--- src/fpba_ram.sv ---
// Generic simple dual-port RAM: one write port, one read port, registered read.
// No dependencies.
`timescale 1ns / 1ps
`default_nettype none

module fpba_ram #(
    parameter int WIDTH = 8,
    parameter int DEPTH = 64
) (
    input  wire logic                                 i_clk,
    input  wire logic                                 i_we,
    input  wire logic [(DEPTH > 1 ? $clog2(DEPTH) : 1)-1:0] i_waddr,
    input  wire logic [WIDTH-1:0]                     i_wdata,
    input  wire logic [(DEPTH > 1 ? $clog2(DEPTH) : 1)-1:0] i_raddr,
    output logic      [WIDTH-1:0]                     o_rdata
);

    logic [WIDTH-1:0] r_mem [DEPTH];

    always_ff @(posedge i_clk) begin
        if (i_we) begin
            r_mem[i_waddr] <= i_wdata;
        end
        o_rdata <= r_mem[i_raddr];
    end

endmodule

`default_nettype wire

--- config.mk ---
export PLATFORM = sky130hd
export DESIGN_NAME = fpba_ram
export DESIGN_NICKNAME = d
export VERILOG_FILES = /design/src/fpba_ram.sv
export SDC_FILE = /design/constraint.sdc
export NUM_CORES = 1
export LEC_CHECK = 0
export BUFFER_PORTS_ARGS = -buffer_cell sky130_fd_sc_hd__buf_2
export CORE_MARGIN = 5
export CORE_UTILIZATION = 60
export DETAILED_ROUTE_END_ITERATION = 8
export PLACE_DENSITY_LB_ADDON = 0.3
export REMOVE_ABC_BUFFERS = 1
export SLEW_MARGIN = 15
export SYNTH_ARGS = -nofsm -noshare
export SYNTH_HDL_FRONTEND = slang
export SYNTH_SLANG_ARGS = --single-unit
--- constraint.sdc ---
create_clock -name i_clk -period 3.1 [get_ports i_clk]
set_input_delay 0 -clock i_clk [delete_from_list [all_inputs] [get_ports i_clk]]
set_output_delay 0 -clock i_clk [all_outputs]
set_load 0.02 [all_outputs]
==> out/metrics.cfg <==
[clock_tree]
clkSlewWorstSetupHoldPaths_ns=0.06
cts_resized=0
cts_hold_buf=2
htree_levels=2
postCtsSetupBuffers=0
clockBufferDepth=3
worstSkewPairLatency_ns=0.56
clock_sink_count=520
root_buffer=clkbuf_16
cts_tree=done
numCtsBuffers=50

[logic_synthesis]
ys_ff_latch=520
async_flop_share_pct=0
ys_warn_count=0
netlist_area_sq_um=20200
synth_edf_count=512
synth-seq-area-share_pct=77.0
synth_cells=940
syn_area_per_cell_sq_um=21.5
synthFlopType=edfxtp_1
yosysUniqueCellTypes=40

[pwr]
p_leak_nw=7.05
power_density_nw_per_um2=632
vdd_drop_max_uv=437

[die]
die_area_sq_um=37400
ioPinCount=30
die_height_um=193
initial_core_util_pct=60.4
die_x_um=193
rows=67
coreArea_sq_um=33400

[timing]
rsz0062_at_grt=false
holdWs_ns=-0.00456
fin_skew_ns=0.0191
hold_viol=11
tns_ns=0
setup_viol_count_final=0
min_period_over_period_pct=65.5
tightestPinTransition_ns=1.13
clock.fmax_mhz=492
slew_violations=0
maxSlewHeadroom_pct=24.4
finalWorstSetupSlack_ns=1.07
period_minus_slack_ns=2.03

[hold_path]
worst_hold_path_type=input port to flip-flop
min_to=r_mem[2][7]
whs_path_depth=1
min_from=i_wdata[7]

[routing]
drt_wl_total_um=44000
drtAntennaViolNets=0
drt_iter0_markers=1189
drc=0
topRoutingLayerUsed=met4
wl_met1_um=17300
wl_per_cell_um=29.3
wl_met2_um=21300
dr.pass1.iters=5
viasPerCell=6.57
wl_met3_um=4190
vias=9872

[final_layout]
area_delta_synth_final_pct=11.5
final_nets=1038
final_cell_mix=512 x edfxtp_1, 126 x mux4_2, 83 x nor2_1
final_layout_size_suffix_gt1_share_pct=26.2
antenna_cells=0
final_common_cell=edfxtp_1

[critical_path]
start_kind=flip-flop
r2r_slack_ns=1.07
rr_endpoint=o_rdata[1]
crit_chain=mux4_2, mux4_2, nor2_1, nor3_1, o2bb2ai_1
crit_family=multiplexers
arrival_ns=2.46
critPathKind=flip-flop to flip-flop
worstPathMaxFanout=1
cpMostUsedCell=mux4_2
crit_path_top_delay_cell=mux4_2
ff2ff_path_depth=5
crit_path_max_incr_delay_ns=0.52
reg2reg_from=r_mem[2][1]
crit_required_ns=3.52
path_buf_inv=0
cp-end-kind=flip-flop

[placement]
place_ws_ns=0.726
dpl.hpwl_um=26400
io_buffers=29
place.gp.congestion=0.802

[grt]
overflow=0
grt_pass1_wl_um=65500
antenna_found_initial=0
track_usage_pct=23.6
grt_pass1_vias=10049
grt_max_degree=65

[outcome]
violations=hold timing
status=complete, but fails checks

[flow_run]
drv_cap=0

[state kept, by name, indices dropped and copies added (netlist names)]
register  flops
r_mem       512
o_rdata       8
[worst register-to-register path, cell delays in order (launching register included)]
cell       delay, ns
edfxtp_1        0.42
mux4_2          0.52
mux4_2          0.51
nor2_1          0.17
nor3_1          0.12
o2bb2ai_1       0.16
[cells in the mapped netlist, types with 3 or more instances]
| cell type | instances | area [sq um] |
|---|---|---|
| nor3_1 | 7 | 35.0 |
| a22oi_1 | 3 | 22.5 |
| o22ai_1 | 8 | 50.1 |
| o221ai_1 | 8 | 70.1 |
| buf_2 | 11 | 55.1 |
| a221oi_1 | 6 | 52.6 |
| nand3_1 | 13 | 65.1 |
| edfxtp_1 | 512 | 15400 |
| dfxtp_1 | 8 | 160 |
| nand2_1 | 19 | 71.3 |
| o2bb2ai_1 | 3 | 26.3 |
| mux4_2 | 126 | 2840 |
| buf_1 | 4 | 15.0 |
| mux2_2 | 13 | 146 |
| nor2_1 | 83 | 312 |
| buf_6 | 4 | 45.0 |
| nor2b_1 | 14 | 87.6 |
| a21oi_1 | 3 | 15.0 |
| a211oi_1 | 4 | 30.0 |
| nand2b_1 | 7 | 43.8 |
| mux2i_1 | 23 | 230 |
| nand3b_1 | 3 | 22.5 |
| buf_4 | 13 | 97.6 |
| o2111ai_1 | 3 | 26.3 |
| clkbuf_1 | 17 | 63.8 |
[worst max path at each step]
stage,start,endpoint,depth (start not counted)
final,r_mem[2][1],o_rdata[1],5
after global routing,r_mem[2][1],o_rdata[1],5
after CTS,r_mem[2][1],o_rdata[1],5
after detailed placement,i_raddr[0],o_rdata[3],6
after global placement,i_raddr[0],o_rdata[4],6
after floorplan,r_mem[29][4],o_rdata[4],5
[per-layer routing]
layer	up-vias	GRT usage (%)
met4	0	6.85
met2	562	36.6
met5	-	0
met3	94	5.31
met1	5137	34.7
li1	4079	-
[cells by family after synthesis]
logic type	share of synthesized area, %
AOI/OAI and AO/OA	2.07
buffers and inverters	1.57
DFF	77.0
muxes	15.9
and+or+nand+nor	3.39
[power by group]
group          total (W)  internal, W  leakage, nW  switching (W)
combinational   0.000724     0.000274         1.64       0.000450
sequential       0.00781      0.00778         4.67      0.0000258
clock            0.00568      0.00324        0.738        0.00244
[metrics by stage]
step | util, % | std cells | hold WS, ns | power (W) | instance area (sq um)
after floorplan | - | 889 | 0.0989 | 0.00826 | 19900
after global placement | 62.7 | 1410 | 0.467 | 0.00866 | 20900
after detailed placement | 62.7 | 1410 | 0.462 | 0.00868 | 20900
after CTS | 67.4 | 1502 | 0.0303 | 0.0143 | 22500
after global routing | 67.4 | 1502 | 0.0189 | 0.0147 | 22500
final | 67.4 | 1502 | -0.00456 | 0.0142 | 22500
[cell type report]
type / count / area (sq um)
repair buffers: 75 / 542
flip-flops and latches: 520 / 15500
clock inverters: 20 / 161
multi-input cells: 369 / 4320
clock buffers: 70 / 1370
fillers: 2134 / 10900
well taps: 448 / 561
Note: power is estimated with default switching activity, not from simulation.
