===== config.mk =====
export PLATFORM = sky130hd
export DESIGN_NAME = fpba_alu
export DESIGN_NICKNAME = d
export VERILOG_FILES = /design/src/fpba_pkg.sv /design/src/fpba_alu.sv
export SDC_FILE = /design/constraint.sdc
export NUM_CORES = 1
export LEC_CHECK = 0
export ABC_AREA = 1
export ABC_CLOCK_PERIOD_IN_PS = 6200
export BUFFER_PORTS_ARGS = -buffer_cell sky130_fd_sc_hd__buf_2
export CORE_UTILIZATION = 59
export DETAILED_ROUTE_END_ITERATION = 7
export PLACE_DENSITY = 0.91
export SETUP_SLACK_MARGIN = 0.02
export SLEW_MARGIN = 20
export SYNTH_ARGS = -nofsm -noshare
export SYNTH_HDL_FRONTEND = slang
export SYNTH_SLANG_ARGS = --single-unit

===== constraint.sdc =====
create_clock -name vclk -period 6.2
set_input_delay 1.24 -clock vclk [all_inputs]
set_output_delay 1.24 -clock vclk [all_outputs]
set_load 0.03 [all_outputs]

===== src/fpba_pkg.sv =====
// Shared types and constants for the fenced page bump allocator.
// Holds the request and result beat structs and the shared adder interface.
// No dependencies.
`timescale 1ns / 1ps
`default_nettype none

package fpba_pkg;

    localparam int FENCE_W = 48;
    localparam int SIZE_W  = 32;
    localparam int ALIGN_W = 5;
    localparam int OFFS_W  = 25;
    localparam int ASIZE_W = 33;
    localparam int PIDX_W  = 6;
    localparam int ALU_W   = 48;

    typedef enum logic {
        OP_ALLOC   = 1'b0,
        OP_CLEANUP = 1'b1
    } t_op;

    typedef enum logic [1:0] {
        ST_PLACED  = 2'd0,
        ST_LARGE   = 2'd1,
        ST_NO_PAGE = 2'd2,
        ST_CLEANED = 2'd3
    } t_status;

    typedef struct packed {
        t_op                  operation;
        logic [SIZE_W-1:0]    size_bytes;
        logic [ALIGN_W-1:0]   align_log2;
        logic [FENCE_W-1:0]   fence_value;
        logic [FENCE_W-1:0]   completed_fence;
    } t_req;

    typedef struct packed {
        t_status              status;
        logic [PIDX_W-1:0]    page_index;
        logic [OFFS_W-1:0]    offset;
        logic [ASIZE_W-1:0]   aligned_size;
    } t_res;

    typedef enum logic {
        ALU_ADD = 1'b0,
        ALU_SUB = 1'b1
    } t_alu_op;

    typedef struct packed {
        t_alu_op              op;
        logic [ALU_W-1:0]     a;
        logic [ALU_W-1:0]     b;
    } t_alu_req;

    typedef struct packed {
        logic [ALU_W:0]       sum;
        logic                 lt;
    } t_alu_rsp;

endpackage

`default_nettype wire


===== src/fpba_alu.sv =====
// Shared 48-bit adder/subtractor used by the allocator sequencer.
// Depends on fpba_pkg for the request and response structs.
`timescale 1ns / 1ps
`default_nettype none

module fpba_alu (
    input  fpba_pkg::t_alu_req i_req,
    output fpba_pkg::t_alu_rsp o_rsp
);

    import fpba_pkg::*;

    logic           sub;
    logic [ALU_W:0] b_ext;
    logic [ALU_W:0] sum;

    assign sub   = (i_req.op == ALU_SUB);
    assign b_ext = sub ? ~{1'b0, i_req.b} : {1'b0, i_req.b};
    assign sum   = {1'b0, i_req.a} + b_ext + {{ALU_W{1'b0}}, sub};

    // For a subtract the top bit of the 49-bit difference is set exactly when a < b.
    assign o_rsp.sum = sum;
    assign o_rsp.lt  = sub & sum[ALU_W];

endmodule

`default_nettype wire


==> flow_summary_export.csv, run 1 <==
group,metric,value,unit
pwr,cellPowerDensity,176.5,nW/µm²
critical_path,required,4.96,ns
pwr,swShare,0.6897,
pwr,ir_worst_vdd,115.4,µV
floorplanning,die_x,90.89,µm
grt,antenna_found_initial,0,
sta,rsz0062_at_grt,"no",
clock_tree,cts_hold_buf,0,
synth,synth_cells,906,
floorplanning,core_region_area,7687,µm²
synth,synth.area.top_cells,"nand2_1 (28%), inv_1 (14%), ha_1 (14%)",
hold_path,hold_depth,3,
run,drv_cap,0,
sta,tightestPinTransition,0.4737,ns
pwr,power_frac_clock,0,
critical_path,arrival,3.98,ns
final_layout,fill_cells,748,
final_layout,numSequentialCells,0,
sta,slew_violations,0,
grt,grt_max_degree,27,
floorplanning,die_h,90.89,µm
synth,synth_top_area_share,0.2754,
sta,period_needed,5.221,ns
synth,syn_nets,1055,
pwr,p_int,302.7,µW
critical_path,worstPathMaxFanout,15,
outcome,status,"finished, final reports clean",
pwr,power.total,975.5,µW
clock_tree,ctsResizeCount,0,
detailed_routing,drc_errors,0,
detailed_routing,wirelength,15180,µm
final_layout,fin_area,5528,µm²
place,place.gp.congestion,1.077,
sta,setup_viol,0,
synth,yosysWarnings,0,
critical_path,cp-end-kind,"output port",
clock_tree,cts_setup_buffers,0,
sta,hold_violations,0,
detailed_routing,drtAntennaViolNets,0,
floorplanning,io-pin-count,147,
final_layout,clockBufferCount,0,
grt,grt_pass1_vias,5291,
floorplanning,die-area,8261,µm²
pwr,comb_power_share,1.000,
final_layout,drive_gt1_frac,0.2162,
synth,avgSynthCellArea,5.146,µm²
sta,min_period_over_period,0.8420,
place,numPortBuffers,147,
sta,max-slew-margin-rel,0.6842,
final_layout,antenna_cells,0,
synth,netlist_area,4662,µm²
synth,synth_cell_types,29,
final_layout,nNetsFinal,1201,
detailed_routing,dr.pass1.iters,6,
detailed_routing,wl_per_cell,13.18,µm
grt,globalRouteTotalUtil,0.3589,
floorplanning,initial_core_util,0.6064,
synth,yosys.area.top_type,"nand2_1",
critical_path,start_kind,"input port",
critical_path,crit_type,"in -> out",
hold_path,worstHoldPathType,"in -> out",
pwr,p_switching,672.8,µW
place,placed_cell_area,5528,µm²
pwr,p_leak,3.515,nW
final_layout,regArea,0,µm²
sta,fmax,191.6,MHz
synth,ys_seq_area_frac,0,
place,dp_hpwl,13650,µm
detailed_routing,vias,5885,
floorplanning,rows,32,
grt,gr-total-overflow,0,
detailed_routing,via_per_inst,5.109,
final_layout,area_growth,18.57,%
grt,grt_pass1_wl,24090,µm
final_layout,final_util,0.7191,
pwr,seqPwrFrac,0,
sta,fin_tns_setup,0,ns
detailed_routing,drtIter0Drc,527,
[critical path: stages]
cell and delay [ns]:
buf_2 0.39, buf_4 0.30, xor2_1 0.09, ha_1 0.39, nand2_2 0.14, nor2_1 0.17, o21ai_0 0.15, nand2_2 0.12
nand3_1 0.08, nand2_1 0.10, nand2_1 0.07, nand2_1 0.08, a21oi_1 0.09, ha_1 0.32, inv_1 0.06, buf_2 0.18
[final cells by class]
type | instances | area (µm²) | area share
Inverter | 193 | 724.4 | 0.1311
Multi-Input combinational cell | 708 | 3913 | 0.7078
Tap cell | 102 | 127.6 | 0.02309
Timing Repair Buffer | 149 | 763.2 | 0.1381
[power by group through the flow]
stage	clock network, mW	logic [mW]	registers (mW)
6_report	0	0.975	0
5_1_grt	0	1.05	0
4_1_cts	0	0.960	0
3_5_place_dp	0	0.956	0
3_3_place_gp	0	0.949	0
2_1_floorplan	0	0.693	0
[cell families (layout without fill, tap and decap cells)]
| group | count (synthesis) | count (layout) | share of synthesized area |
|---|---|---|---|
| and+or+nand+nor | 529 | 529 | 0.4973 |
| AOI/OAI and AO/OA | 51 | 51 | 0.05797 |
| buffers and inverters | 198 | 342 | 0.1608 |
| adders and majority gates | 52 | 52 | 0.1412 |
| xor gates and xnor gates | 76 | 76 | 0.1428 |
[placed cells by master (no fill, tap or decap), types with 2 or more instances in the layout]
cell type,instances
nand2_1,342
inv_1,176
buf_2,147
xor2_1,69
nor2_1,61
ha_1,51
nand3_1,40
a21oi_1,37
nor2_2,24
nand2_2,22
inv_2,16
nand4_1,11
nor3_1,8
xnor2_1,7
o21ai_0,7
o21bai_1,5
nor2_4,5
nor3_2,5
nand3b_1,4
nand3_2,2
[through the flow]
step | hold slack, ns | std cells | setup WS [ns]
after global routing | 2.823 | 1152 | 0.8540
after floorplan | 2.652 | 906 | 1.580
final | 2.803 | 1152 | 0.9795
after global placement | 2.800 | 1152 | 1.147
after detailed placement | 2.803 | 1152 | 1.047
after CTS | 2.803 | 1152 | 1.039
[cell usage after synthesis]
library cell / instances
nand2_1: 342
inv_1: 176
xor2_1: 69
nor2_1: 61
ha_1: 51
nand3_1: 40
a21oi_1: 37
nor2_2: 24
nand2_2: 22
inv_2: 16
nand4_1: 11
nor3_1: 8
o21ai_0: 7
xnor2_1: 7
buf_2: 5
nor2_4: 5
nor3_2: 5
o21bai_1: 5
nand3b_1: 4
nand3_2: 2
and2_1: 1
and2_4: 1
clkinv_1: 1
fa_1: 1
nand3b_2: 1
nand3b_4: 1
o21a_1: 1
o21ai_1: 1
or2_2: 1
[path summary, 6_finish.rpt]
check | slack, ns | to | from
setup / recovery | 0.98 | o_rsp[49] | i_req[96]
hold / removal | 2.80 | o_rsp[1] | i_req[48]
[routing by layer]
metal | global-route usage | up-vias | routed length (µm)
li1 | - | 3027 | -
met1 | 0.5000 | 2541 | 6807
met2 | 0.5859 | 281 | 6408
met3 | 0.05640 | 36 | 1582
met4 | 0.06085 | 0 | 382
met5 | 0 | - | 0
(Power assumes the default switching activity.)
==> run 2, diff against run 1 <==
- ABC_AREA: 1 -> 0
- ABC_CLOCK_PERIOD_IN_PS: 6200 -> 4200
- CORE_UTILIZATION: 59 -> 46
- PLACE_DENSITY: 0.91 -> 0.82
- clock period: 6.2 -> 4.2 ns (I/O delays scaled with it)
==> flow_summary_export.csv, run 2 <==
group,metric,value,unit
synth,synth_cells,456,
floorplanning,io-pin-count,147,
floorplanning,die_h,86.31,µm
synth,synth.area.top_cells,"ha_1 (20%), xor2_1 (17%), a21oi_1 (7.8%)",
outcome,lastStage,"global routing (5_1_grt)",
outcome,status,"did not finish",
grt,gr-total-overflow,2,
place,place.gp.congestion,0.9494,
synth,netlist_area,3269,µm²
floorplanning,die_x,86.31,µm
synth,ys_seq_area_frac,0,
floorplanning,rows,30,
synth,synth_common_cells,"xor2_1 (64), a21oi_1 (51), ha_1 (51)",
sta,worst_endpoint,"o_rsp[48]",
synth,yosys.area.top_type,"ha_1",
synth,synth_top_area_share,0.1952,
outcome,error,"[ERROR GRT-0232] Routing congestion too high. Check the congestion heatmap in the GUI.",
place,pre_cts_ws,-0.6498,ns
synth,syn_nets,605,
synth,yosysWarnings,0,
grt,grt_max_degree,13,
synth,synth_cell_types,52,
place,numPortBuffers,147,
synth,avgSynthCellArea,7.170,µm²
floorplanning,initial_core_util,0.4786,
grt,globalRouteTotalUtil,0.6382,
sta,worst-ep-kind,"top-level output",
place,dp_hpwl,10250,µm
synth,synth.most_common_cell,"xor2_1",
-- run 2: cell count changes after synthesis, moves of 9 or more --
cell | before | now
xnor2_1 | 7 | 29
a21oi_2 | 0 | 9
nor2_2 | 24 | 0
clkbuf_1 | 0 | 12
nand2_1 | 342 | 33
nand3_1 | 40 | 9
nor2_1 | 61 | 24
o21a_1 | 1 | 11
a21oi_1 | 37 | 51
nand2_2 | 22 | 0
a21o_1 | 0 | 18
inv_1 | 176 | 16
inv_2 | 16 | 0
o21ai_0 | 7 | 26
-- run 2: what timing repair did --
action	4_1_cts
resized for setup	89
hold buffers	0
pin swaps	43
setup endpoints to repair	27
buffers inserted	15
gates cloned	2
-- run 2: routing by layer --
metal,overflow,global-route usage
met5,0,0.09091
met4,1,0.6803
met3,0,0.3562
met2,1,0.9127
met1,0,0.6188
-- run 2: logic make-up after synthesis --
family	Yosys count	synth area share
AOI/OAI and AO/OA	162	0.3291
and+or+nand+nor	108	0.1638
xor gates and xnor gates	93	0.2491
adders and majority gates	52	0.2013
buffers and inverters	40	0.05243
muxes	1	0.004209
-- run 2: stage by stage --
step           TNS [ns]  cells  hold WS [ns]  instance area [µm²]
2_1_floorplan    -1.287    456         1.852                 3458
3_5_place_dp     -7.290    831         2.101                 5341
3_3_place_gp     -5.642    831         2.094                 5341
4_1_cts          -3.958    846         2.101                 5833
==> run 3, diff against run 2 <==
- ABC_CLOCK_PERIOD_IN_PS: 4200 -> 5450
- CORE_UTILIZATION: 46 -> 40
- PLACE_DENSITY: 0.82 -> unset
- PLACE_DENSITY_LB_ADDON: unset -> 0.15
- SETUP_SLACK_MARGIN: 0.02 -> unset
- clock period: 4.2 -> 5.45 ns (I/O delays scaled with it)
==> flow_summary_export.csv, run 3 <==
group,metric,value,unit
outcome,status,"finished, final reports clean",
critical_path,cp-startpoint,"i_req[96]",
synth,synthAdderAreaFrac,0.2013,
sta,fmax,189.3,MHz
floorplanning,initial_core_util,0.4188,
synth,synth_cells,456,
floorplanning,die_h,92.41,µm
floorplanning,rows,32,
critical_path,arrival,4.19,ns
grt,grt_pass1_wl,16740,µm
place,place.gp.congestion,0.9012,
floorplanning,core_region_area,7807,µm²
detailed_routing,wirelength,9935,µm
pwr,ir_worst_vdd,135.7,µV
final_layout,fill_cells,789,
synth,synth_cell_types,52,
sta,setup_viol,0,
synth,netlist_area,3269,µm²
detailed_routing,drc_errors,0,
final_layout,antenna_cells,0,
pwr,power.total,1.082,mW
synth,syn_nets,605,
sta,max-slew-margin-rel,0.7022,
final_layout,layout.cells.most_common,"buf_2",
hold_path,worstHoldPathType,"in -> out",
synth,synth.area.top_cells,"ha_1 (20%), xor2_1 (17%), a21oi_1 (7.8%)",
critical_path,cp-end-kind,"output port",
final_layout,final_util,0.5779,
place,numPortBuffers,147,
final_layout,clockBufferCount,0,
critical_path,worstPathMaxFanout,15,
detailed_routing,drtAntennaViolNets,0,
grt,grt_pass1_vias,3779,
grt,gr-total-overflow,0,
synth,synth.most_common_cell,"xor2_1",
synth,synth_top_area_share,0.1952,
detailed_routing,drtIter0Drc,143,
sta,tightestPinTransition,0.4420,ns
sta,period_needed,5.283,ns
detailed_routing,wl_per_cell,13.52,µm
final_layout,numSequentialCells,0,
floorplanning,die_x,92.41,µm
synth,synth-simple-area-share,0.1638,
detailed_routing,dr.pass1.iters,4,
final_layout,nNetsFinal,784,
floorplanning,io-pin-count,147,
final_layout,drive_gt1_frac,0.3633,
pwr,p_leak,2.258,nW
place,pre_cts_ws,-0.01622,ns
clock_tree,cts_hold_buf,0,
detailed_routing,via_per_inst,5.303,
synth,synth_xor_area_frac,0.2491,
run,drv_cap,0,
synth,avgSynthCellArea,7.170,µm²
synth,yosysWarnings,0,
sta,hold_violations,0,
synth,synth_common_cells,"xor2_1 (64), a21oi_1 (51), ha_1 (51)",
sta,min_period_over_period,0.9693,
grt,antenna_found_initial,0,
critical_path,required,4.36,ns
floorplanning,die-area,8539,µm²
final_layout,regArea,0,µm²
sta,rsz0062_at_grt,"no",
synth,synth_top_family_by_area,"compound AO/OA/AOI/OAI gates",
sta,fin_tns_setup,0,ns
sta,slew_violations,0,
detailed_routing,vias,3898,
pwr,cellPowerDensity,239.7,nW/µm²
hold_path,holdCritStartpoint,"i_req[48]",
final_layout,final_cell_mix,"buf_2 (145), xor2_1 (64), buf_4 (53)",
place,dp_hpwl,8695,µm
synth,yosys.area.top_type,"ha_1",
critical_path,start_kind,"input port",
synth,synth_compound_area_frac,0.3291,
grt,grt_max_degree,20,
final_layout,area_growth,38.00,%
sta,setup_ws,0.1675,ns
synth,synth_mux_area_frac,0.004210,
synth,ys_seq_area_frac,0,
critical_path,crit_type,"in -> out",
grt,globalRouteTotalUtil,0.2300,
-- run 3: logic make-up after synthesis --
family / after synthesis
mux: 1
compound gates: 162
fa+ha+maj: 52
xor+xnor: 93
simple gates: 108
buf+inv: 40
-- run 3: what timing repair did --
item | 4_1_cts | 5_1_grt
pin swaps | 0 | 6
setup buffers | 0 | 1
hold endpoints to repair | 0 | 0
gates resized for setup | 1 | 17
endpoints found under the setup margin | 1 | 12
-- run 3: where the power goes --
part | switching (mW) | internal (mW) | total, mW
clock | 0 | 0 | 0
sequential | 0 | 0 | 0
combinational | 0.668 | 0.414 | 1.08
total | 0.668 | 0.414 | 1.08
-- run 3: area by class of cell --
type,count,area (µm²),area share
Inverter,16,60.06,0.01331
Multi-Input combinational cell,416,3153,0.6988
Tap cell,102,127.6,0.02829
Timing Repair Buffer,201,1171,0.2596
-- run 3: critical path, stage by stage --
cell      delay (ns)
clkbuf_4        0.16
buf_12          0.17
xor2_1          0.17
ha_1            0.38
a21oi_2         0.13
a211oi_2        0.27
o21ai_0         0.13
o21ai_2         0.19
a21oi_2         0.10
o31a_1          0.28
o31a_1          0.30
nor4b_2         0.33
nor4_1          0.12
xnor2_1         0.16
buf_2           0.22
-- run 3: path summary, 6_finish.rpt --
path	endpoint	slack, ns	depth (start not counted)
hold / removal	o_rsp[1]	2.53	3
setup / recovery	o_rsp[46]	0.17	15
-- run 3: per-layer routing --
metal | wire (µm) | global-route usage
met1 | 4756 | 0.3204
met2 | 4604 | 0.4068
met3 | 500 | 0.007389
met4 | 73 | 0.01693
met5 | 0 | 0
-- run 3: metrics by stage --
stage	instances	cell area, µm²	hold WS [ns]
floorplan	456	3278	2.352
global placement	734	4449	2.520
detailed placement	734	4449	2.538
CTS	734	4456	2.538
global route	735	4512	2.538
finish	735	4512	2.531
